### config.mk
export PLATFORM = sky130hd
export DESIGN_NAME = circular_window_line_table
export DESIGN_NICKNAME = d
export VERILOG_FILES = /design/src/rtl/cwlt_pkg.sv /design/src/rtl/cwlt_ram.sv /design/src/rtl/cwlt_seq.sv /design/src/rtl/circular_window_line_table.sv
export VERILOG_INCLUDE_DIRS = /design/src /design/src/rtl
export SDC_FILE = /design/constraint.sdc
export NUM_CORES = 2
export LEC_CHECK = 0
export ABC_CLOCK_PERIOD_IN_PS = 10400
export BUFFER_PORTS_ARGS = -buffer_cell sky130_fd_sc_hd__buf_2
export CAP_MARGIN = 5
export CORE_MARGIN = 2
export CORE_UTILIZATION = 57
export DETAILED_ROUTE_END_ITERATION = 10
export PLACE_DENSITY = 0.77
export SYNTH_ARGS = -nofsm -noshare
export SYNTH_HDL_FRONTEND = slang
export SYNTH_HIERARCHICAL = 1
export SYNTH_SLANG_ARGS = --single-unit
### constraint.sdc
create_clock -name i_clk -period 10.4 [get_ports i_clk]
set_input_delay 0 -clock i_clk [delete_from_list [all_inputs] [get_ports i_clk]]
set_output_delay 0 -clock i_clk [all_outputs]
set_load 0.02 [all_outputs]
### src/rtl/circular_window_line_table_macros.svh
// Assertion macros shared by the span table RTL.
// Needs i_clk and i_rst_n in the scope where a macro is used.
`ifndef CIRCULAR_WINDOW_LINE_TABLE_MACROS_SVH
`define CIRCULAR_WINDOW_LINE_TABLE_MACROS_SVH

// Same-cycle implication.
`define CWLT_ASSERT_NOW(label, ante, cons, msg) \
    label: assert property (@(posedge i_clk) disable iff (!i_rst_n) (ante) |-> (cons)) \
        else $error(msg);

// Next-cycle implication.
`define CWLT_ASSERT_NEXT(label, ante, cons, msg) \
    label: assert property (@(posedge i_clk) disable iff (!i_rst_n) (ante) |=> (cons)) \
        else $error(msg);

`endif

### src/rtl/cwlt_pkg.sv
// Shared constants, types and the column clamp for the circle span table.
// No dependencies.
package cwlt_pkg;

    localparam int ROWS      = 160;                 // visible scanlines
    localparam int COLS      = 240;                 // visible columns
    localparam int DEPTH     = ROWS + 1;            // extra row mirrors row 0
    localparam int ROW_AW    = $clog2(DEPTH);
    localparam int COL_W     = 8;                   // edge field width
    localparam int DATA_W    = 2 * COL_W;           // {left, right}
    localparam int ROW_IDX_W = 8;                   // row_index field width
    localparam int CRD_W     = 10;                  // center field width
    localparam int RAD_W     = 9;                   // radius field width

    localparam logic OP_DRAW = 1'b0;
    localparam logic OP_READ = 1'b1;

    typedef struct packed {
        logic              we;
        logic [ROW_AW-1:0] wr_addr;
        logic [DATA_W-1:0] wr_data;
        logic              re;
        logic [ROW_AW-1:0] rd_addr;
    } t_mem_req;

    typedef struct packed {
        logic                   go_draw;
        logic                   go_read;
        logic signed [CRD_W-1:0] cx;
        logic signed [CRD_W-1:0] cy;
        logic [RAD_W-1:0]       radius;
        logic [ROW_IDX_W-1:0]   row;
    } t_cmd;

    typedef struct packed {
        logic busy;
        logic rd_done;     // RAM read data valid for the pending read
        logic rd_zero;     // row past the table: result is zero
    } t_seq_stat;

    // Clamp a signed column to [0, COLS-1].
    function automatic logic [COL_W-1:0] clamp_col(input logic signed [11:0] c);
        logic [COL_W-1:0] res;
        if (c < 12'sd0) begin
            res = '0;
        end else if (c >= $signed(12'(COLS))) begin
            res = COL_W'(COLS - 1);
        end else begin
            res = c[COL_W-1:0];
        end
        return res;
    endfunction

endpackage

### src/rtl/cwlt_ram.sv
// Span table storage: one write port, one read port, registered read data.
// Depends on cwlt_pkg.
module cwlt_ram
    import cwlt_pkg::*;
(
    input  logic              i_clk,
    input  t_mem_req          i_req,
    output logic [DATA_W-1:0] o_rd_data
);

    logic [DATA_W-1:0] r_mem [DEPTH];
    logic [DATA_W-1:0] r_rd_data;

    always_ff @(posedge i_clk) begin
        if (i_req.we) begin
            r_mem[i_req.wr_addr] <= i_req.wr_data;
        end
        if (i_req.re) begin
            r_rd_data <= r_mem[i_req.rd_addr];
        end
    end

    assign o_rd_data = r_rd_data;

endmodule

### src/rtl/cwlt_seq.sv
// Sequencer: table clear, midpoint circle walk, row 0 copy and read issue.
// Depends on cwlt_pkg and the assertion macros; drives the cwlt_ram port.
`include "circular_window_line_table_macros.svh"

module cwlt_seq
    import cwlt_pkg::*;
(
    input  logic              i_clk,
    input  logic              i_rst_n,
    input  t_cmd              i_cmd,
    input  logic [DATA_W-1:0] i_rd_data,
    output t_mem_req          o_req,
    output t_seq_stat         o_stat
);

    localparam logic [3:0] S_IDLE  = 4'd0;
    localparam logic [3:0] S_CLR   = 4'd1;
    localparam logic [3:0] S_W0    = 4'd2;  // row cy-x, span +-y
    localparam logic [3:0] S_W1    = 4'd3;  // row cy+x, span +-y
    localparam logic [3:0] S_W2    = 4'd4;  // row cy-y, span +-x
    localparam logic [3:0] S_W3    = 4'd5;  // row cy+y, span +-x, step
    localparam logic [3:0] S_CPRD  = 4'd6;
    localparam logic [3:0] S_CPWR  = 4'd7;
    localparam logic [3:0] S_RDOUT = 4'd8;

    logic [3:0]              r_state, n_state;
    logic [ROW_AW-1:0]       r_clr,   n_clr;
    logic                    r_draw,  n_draw;
    logic                    r_zero,  n_zero;
    logic signed [CRD_W-1:0] r_cx,    n_cx;
    logic signed [CRD_W-1:0] r_cy,    n_cy;
    logic signed [10:0]      r_x,     n_x;
    logic signed [10:0]      r_y,     n_y;
    logic signed [12:0]      r_d,     n_d;

    logic               side_x;     // rows at cy+-x use the span +-y
    logic signed [11:0] off, side, cx_e, cy_e, row;
    logic               row_ok;
    logic [DATA_W-1:0]  span;
    logic signed [12:0] two_x3, two_ym1;
    logic signed [10:0] ym1;

    always_ff @(posedge i_clk) begin
        if (!i_rst_n) begin
            r_state <= S_CLR;   // table comes up cleared
            r_clr   <= '0;
            r_draw  <= 1'b0;
        end else begin
            r_state <= n_state;
            r_clr   <= n_clr;
            r_draw  <= n_draw;
        end
    end

    always_ff @(posedge i_clk) begin
        r_zero <= n_zero;
        r_cx   <= n_cx;
        r_cy   <= n_cy;
        r_x    <= n_x;
        r_y    <= n_y;
        r_d    <= n_d;
    end

    // Shared row / span datapath for the four write steps.
    always_comb begin
        side_x  = (r_state == S_W0) || (r_state == S_W1);
        cx_e    = {{2{r_cx[CRD_W-1]}}, r_cx};
        cy_e    = {{2{r_cy[CRD_W-1]}}, r_cy};
        off     = side_x ? {r_x[10], r_x} : {r_y[10], r_y};
        side    = side_x ? {r_y[10], r_y} : {r_x[10], r_x};
        row     = ((r_state == S_W0) || (r_state == S_W2)) ? cy_e - off : cy_e + off;
        row_ok  = !row[11] && (row[10:0] < 11'(ROWS));
        span    = {clamp_col(cx_e - side), clamp_col(cx_e + side)};
        two_x3  = {r_x[10], r_x, 1'b0} + 13'sd3;
        ym1     = r_y - 11'sd1;
        two_ym1 = {ym1[10], ym1, 1'b0};
    end

    always_comb begin
        n_state = r_state;
        n_clr   = r_clr;
        n_draw  = r_draw;
        n_zero  = r_zero;
        n_cx    = r_cx;
        n_cy    = r_cy;
        n_x     = r_x;
        n_y     = r_y;
        n_d     = r_d;
        o_req   = '0;
        o_stat.busy    = (r_state != S_IDLE);
        o_stat.rd_done = 1'b0;
        o_stat.rd_zero = r_zero;

        case (r_state)
            S_IDLE: begin
                if (i_cmd.go_draw) begin
                    n_cx    = i_cmd.cx;
                    n_cy    = i_cmd.cy;
                    n_x     = '0;
                    n_y     = {2'b00, i_cmd.radius};
                    n_d     = 13'sd1 - $signed({4'b0000, i_cmd.radius});
                    n_clr   = '0;
                    n_draw  = 1'b1;
                    n_state = S_CLR;
                end else if (i_cmd.go_read) begin
                    o_req.re      = 1'b1;
                    o_req.rd_addr = i_cmd.row[ROW_AW-1:0];
                    n_zero        = (i_cmd.row > ROW_IDX_W'(ROWS));
                    n_state       = S_RDOUT;
                end
            end
            S_RDOUT: begin
                o_stat.rd_done = 1'b1;
                n_state        = S_IDLE;
            end
            S_CLR: begin
                o_req.we      = 1'b1;
                o_req.wr_addr = r_clr;
                o_req.wr_data = '0;
                if (r_clr == ROW_AW'(ROWS)) begin
                    n_state = r_draw ? S_W0 : S_IDLE;
                end else begin
                    n_clr = r_clr + 1'b1;
                end
            end
            S_W0: begin
                if (r_y >= r_x) begin
                    o_req.we      = row_ok;
                    o_req.wr_addr = row[ROW_AW-1:0];
                    o_req.wr_data = span;
                    n_state       = S_W1;
                end else begin
                    n_state = S_CPRD;
                end
            end
            S_W1: begin
                o_req.we      = row_ok;
                o_req.wr_addr = row[ROW_AW-1:0];
                o_req.wr_data = span;
                if (r_d >= 13'sd0) begin
                    n_state = S_W2;
                end else begin
                    n_d     = r_d + two_x3;
                    n_x     = r_x + 11'sd1;
                    n_state = S_W0;
                end
            end
            S_W2: begin
                o_req.we      = row_ok;
                o_req.wr_addr = row[ROW_AW-1:0];
                o_req.wr_data = span;
                n_state       = S_W3;
            end
            S_W3: begin
                o_req.we      = row_ok;
                o_req.wr_addr = row[ROW_AW-1:0];
                o_req.wr_data = span;
                n_y           = ym1;
                n_d           = r_d - two_ym1 + two_x3;
                n_x           = r_x + 11'sd1;
                n_state       = S_W0;
            end
            S_CPRD: begin
                o_req.re      = 1'b1;
                o_req.rd_addr = '0;
                n_state       = S_CPWR;
            end
            S_CPWR: begin
                o_req.we      = 1'b1;
                o_req.wr_addr = ROW_AW'(ROWS);
                o_req.wr_data = i_rd_data;
                n_draw        = 1'b0;
                n_state       = S_IDLE;
            end
            default: begin
                n_state = S_IDLE;
            end
        endcase
    end

    `CWLT_ASSERT_NOW(a_wr_addr_in_table, o_req.we, o_req.wr_addr <= ROW_AW'(ROWS), "write past table")
    `CWLT_ASSERT_NEXT(a_rd_done_pulse, o_stat.rd_done, !o_stat.rd_done, "read completion repeated")

endmodule

### src/rtl/circular_window_line_table.sv
// Top level of the circle span table: request handshake, result register,
// sequencer and table RAM. Depends on cwlt_pkg, cwlt_seq, cwlt_ram, macros.
//
//  channel   direction  handshake            payload
//  request   in         i_valid / o_stall    i_opcode i_center_x i_center_y
//                                            i_radius i_row_index
//  result    out        o_valid / i_stall    o_right_edge o_left_edge
//
// Read request: one RAM read, then one result into the output register.
// Draw request: a clear of all ROWS+1 rows, then a midpoint walk over roughly
// 0.71*radius+1 steps of x, then the end test and the row 0 copy; the single
// write port of the table RAM serializes the row writes.
// After reset a clearing pass over ROWS+1 = 161 rows runs before the first
// request is taken. A draw is taken while a result waits; a read waits until
// the output register is free.
`include "circular_window_line_table_macros.svh"

module circular_window_line_table
    import cwlt_pkg::*;
(
    input  logic                    i_clk,
    input  logic                    i_rst_n,
    input  logic                    i_valid,
    output logic                    o_stall,
    input  logic                    i_opcode,
    input  logic signed [CRD_W-1:0] i_center_x,
    input  logic signed [CRD_W-1:0] i_center_y,
    input  logic [RAD_W-1:0]        i_radius,
    input  logic [ROW_IDX_W-1:0]    i_row_index,
    output logic                    o_valid,
    input  logic                    i_stall,
    output logic [COL_W-1:0]        o_right_edge,
    output logic [COL_W-1:0]        o_left_edge
);

    t_cmd              cmd;
    t_mem_req          mem_req;
    t_seq_stat         stat;
    logic [DATA_W-1:0] rd_data;
    logic              req_take;

    logic              r_out_valid, n_out_valid;
    logic [DATA_W-1:0] r_out_data,  n_out_data;

    // Busy sequencer holds off everything; a read also needs a free result slot.
    assign o_stall  = stat.busy || (r_out_valid && (i_opcode == OP_READ));
    assign req_take = i_valid && !o_stall;

    always_comb begin
        cmd.go_draw = req_take && (i_opcode == OP_DRAW);
        cmd.go_read = req_take && (i_opcode == OP_READ);
        cmd.cx      = i_center_x;
        cmd.cy      = i_center_y;
        cmd.radius  = i_radius;
        cmd.row     = i_row_index;
    end

    cwlt_seq u_seq (
        .i_clk     (i_clk),
        .i_rst_n   (i_rst_n),
        .i_cmd     (cmd),
        .i_rd_data (rd_data),
        .o_req     (mem_req),
        .o_stat    (stat)
    );

    cwlt_ram u_ram (
        .i_clk     (i_clk),
        .i_req     (mem_req),
        .o_rd_data (rd_data)
    );

    // Result register: loaded when the RAM word lands, freed when taken.
    always_comb begin
        n_out_valid = r_out_valid;
        n_out_data  = r_out_data;
        if (r_out_valid && !i_stall) begin
            n_out_valid = 1'b0;
        end
        if (stat.rd_done) begin
            n_out_valid = 1'b1;
            n_out_data  = stat.rd_zero ? '0 : rd_data;
        end
    end

    always_ff @(posedge i_clk) begin
        if (!i_rst_n) begin
            r_out_valid <= 1'b0;
        end else begin
            r_out_valid <= n_out_valid;
        end
    end

    always_ff @(posedge i_clk) begin
        r_out_data <= n_out_data;
    end

    assign o_valid      = r_out_valid;
    assign o_right_edge = r_out_data[COL_W-1:0];
    assign o_left_edge  = r_out_data[DATA_W-1:COL_W];

    `CWLT_ASSERT_NOW(a_no_result_overrun, stat.rd_done, !r_out_valid, "result register overrun")
    `CWLT_ASSERT_NEXT(a_busy_after_take, req_take, stat.busy, "request taken but sequencer idle")

endmodule

==> results by group <==
Setup path
  – WP data arrival: 7.61 ns
  – Critical path depth: 18
  – FF-to-FF path depth: 18
  – Worst Setup End Kind: flop
  – Top delay family on crit path: simple AND/OR/NAND/NOR gates
  – Crit start category: flop
  – CP max stage cell: nand3_1
  – CP Cell Sequence: xnor2_1 > or3_2 > nand2_1 > xnor2_1 > nand2_1 > o21ai_0 > fa_1 > a211oi_1 > o21bai_1 > a21oi_1 > o21bai_1 > a21oi_1 > mux2i_1 > nand4_1 > o31ai_4 > nand3_1 > nor4b_2 > buf_4
  – CP max stage delay: 0.92 ns
  – WP data required: between 10 and 15 ns
  – Buf/Inv on CP: 1
  – Critical path fanouts, max: 21
  – Setup Crit Path Kind: flop to flop

Drt
  – Vias per std cell: between 6 and 7
  – Routed WL per cell: roughly 34 µm
  – Drt first-iter violations: 9460
  – Wirelength, routed: around 290000 µm
  – Post-route ant nets: 0
  – DR DRC count: 0
  – DR pass1 iterations: 7
  – Routed vias: 58864

Global routing
  – First-pass GRT wire length: 413000 µm
  – Pin count of the biggest net entering global routing: 120
  – Total GRT Usage: between 20 and 30%
  – Global route overflow: 0
  – Vias in the first global route: around 57000
  – Initial antenna violation count: 13

Run status
  – Status: complete, no violations

Cells and area
  – Layout area overhead: 11.5%
  – Most common cell after layout, fill and taps aside: edfxtp_1
  – Number of nets in the layout: 6031
  – Fraction of layout cells with a size suffix above 1: 20.7%
  – Commonest non-fill, non-tap cells in the layout: edfxtp_1 (2664), mux4_2 (477), clkbuf_16 (282), nor2_1 (279), mux2i_1 (276)
  – Seq. cell area: between 0.08 and 0.09 mm²
  – # fillers: around 12000
  – Final Core Density: a little under two thirds
  – Multi-input gate area: between 0.02 and 0.03 mm²

Yosys
  – Most used DFF post-synth: edfxtp_1
  – Synthesized cell area: between 0.1 and 0.15 mm²
  – Synth warnings: 6
  – Simple-Gate Fraction of Synth Area: ~3.8%
  – Yosys cell types: about 110
  – Post-synth EDFFs: 2664
  – Sequential fraction of the synthesis area: 73.8%
  – Largest family of logic cells by synthesized area: multiplexers
  – Multiplexer share of the synthesized area: 14.1%
  – Adder-cell share of the synthesized area: 1.20%
  – Syn Inst Count: roughly 5500
  – Syn avg cell area: 19.7 µm²
  – Syn_nets: about 5700
  – Complex-gate fraction of the synthesized area: ~4.2%
  – Yosys reg bits: approximately 2700
  – Asr flop ratio synth: 0%
  – Synth Area in XOR/XNOR: less than 1%

Die
  – Starting Density: 57.3%
  – Die height: 441 µm
  – I/O pins: 60
  – CORE AREA: around 0.19 mm²
  – Die Footprint: 0.194 mm²
  – Die Wd: between 400 and 500 µm
  – FP Rows: 160

Power
  – Sequential Power Share: a little under three fifths
  – Maximum vdd drop: between 0.15 and 0.2 mV
  – Int Pwr: ~17 mW
  – PwrDens: 175 mW/mm²
  – Sw Ratio: between 10% and 20%
  – Clk pwr share: 44.1%
  – Sw power: 4.04 mW
  – Power consumption: 21.2 mW
  – Comb pwr share: 0.7%
  – Leak pwr: roughly 40 nW

Clock network
  – Clock-pin slew on the worst setup and hold paths: 0.06 ns
  – # clock sinks: 2678
  – H-tree levels: 5
  – Clock latency at the later pin of the worst-skew pair: between 0.9 and 1 ns
  – CTS resizes: 0
  – Deepest clock path buffer count: 4
  – CTS buffer count: between 200 and 300
  – CTS root buf: clkbuf_16
  – CTS tree: done

STA
  – Worst slew pin tran: ~1.4 ns
  – Max Slew Vio Count: 0
  – Peak Freq: 142 MHz
  – Setup violations, final: 0
  – Hold Vio Cnt, Final: 0
  – Final clock skew: slightly below 0.07 ns
  – Worst relative slew slack: under 10%
  – Fin crit period: 7.02 ns
  – RSZ-0062 raised after global routing: no
  – Final worst path period share: roughly two thirds

Placed design
  – Gp weighted congestion: approximately 0.93
  – Detail Placement HPWL: around 170000 µm
  – PortBufs: 59

Hold path
  – Hold WC Path Type: input pin to flop
  – Cells on Worst Hold Path: 4

Job
  – Max Cap Viol: 0
registers in the layout, indices dropped and copies added (netlist names):
name,cells
u_seq/r_y,11
u_seq/r_x,11
u_ram/r_mem,2576
u_seq/r_state,4
u_ram/o_rd_data,16
o_valid,1
u_seq/r_cy,10
u_seq/r_clr,8
u_seq/r_cx,10
u_seq/r_d,13
r_out_data,16
u_seq/r_zero,1
u_seq/r_draw,1
synth_stat cells, types with 18 or more instances:
cell	count	area share (%)
a22oi_1	92	0.63
o22ai_1	54	0.31
nor2b_1	32	0.18
nand4_1	33	0.19
mux4_2	477	9.9
nand2b_1	20	0.11
nand3_1	101	0.46
edfxtp_1	2664	73
mux4_1	65	1.6
mux2i_1	276	2.5
o21ai_0	93	0.43
nand2_1	208	0.72
a221oi_1	24	0.19
a211oi_1	20	0.14
nor3_1	48	0.22
buf_4	20	0.14
buf_8	23	0.32
buf_12	18	0.33
xor2_1	29	0.23
clkbuf_1	79	0.27
o221ai_1	44	0.35
nor2_1	302	1.0
xnor2_1	62	0.50
a21oi_1	109	0.50
buf_6	49	0.51
ha_1	80	0.92
buf_2	82	0.38
inv_1	56	0.19
power groups by stage:
stage / Combinational (mW) / Sequential [mW] / Clock (mW)
floorplan: 0.0563 / 11.9 / 0
global placement: 0.120 / 11.9 / 0
detailed placement: 0.122 / 11.9 / 0
CTS: 0.141 / 11.7 / 9.46
global route: 0.153 / 11.7 / 9.86
finish: 0.151 / 11.7 / 9.38
worst min-delay path, delay by kind of cell:
kind | cells | cell delay [ns]
buffers and inverters | 2 | 0.66
and+or+nand+nor | 1 | 0.08
AOI/OAI and AO/OA | 1 | 0.10
area by class of cell:
| class | count | area share, % |
|---|---|---|
| multi-input cells | 2517 | 21.8 |
| flip-flops and latches | 2678 | 66.2 |
| well taps | 2511 | 2.59 |
| diodes | 4 | 0.00825 |
| inverters | 57 | 0.179 |
| repair buffers | 362 | 2.34 |
| clock buffers | 337 | 5.99 |
| clock inverters | 129 | 0.933 |
what timing repair did:
action | CTS | global route
hold buffers | 64 | 0
hold endpoints to repair | 62 | 0
endpoints found under the setup margin | 0 | 0
buffers inserted | 0 | 0
per-layer routing:
| layer | wire length [µm] | GRT usage (%) | vias up |
|---|---|---|---|
| met5 | 21 | 0 | - |
| met1 | 103000 | 40.8 | 30114 |
| li1 | - | - | 23532 |
| met2 | 136000 | 46.1 | 4512 |
| met3 | 37100 | 7.86 | 702 |
| met4 | 13400 | 12.3 | 4 |
stage by stage:
step	std cells	setup TNS, ns	hold WS (ns)	setup WS [ns]	area, µm²
final	8595	0	0.0622	3.38	121000
after global routing	8591	0	0.0826	3.09	121000
after CTS	8590	0	0.000153	3.50	121000
after detailed placement	8060	0	0.180	3.54	112000
after global placement	8060	0	0.183	3.62	112000
after floorplan	5539	-500.88	0.0989	-0.392	109000
path summary, 6_finish.rpt:
| path | from | endpoint | slack, ns |
|---|---|---|---|
| max | u_seq/r_state[2] | u_ram/r_mem[160][4] | 3.38 |
| min | i_radius[7] | u_seq/r_y[7] | 0.06 |
| max reg2reg | u_seq/r_state[2] | u_ram/r_mem[160][4] | 3.38 |
| min reg2reg | u_seq/r_draw | u_seq/r_draw | 0.57 |
logic make-up (layout without fill, tap and decap cells):
kind of cell	count (synthesis)	after routing
other	0	4
buffers and inverters	344	885
multiplexers	834	834
XOR/XNOR	91	91
adder cells (fa/ha/maj)	95	95
AND/OR/NAND/NOR	860	860
AO/OA/AOI/OAI	637	637
flip-flops	2678	2678
No activity file was read; power rests on OpenSTA's default activity.
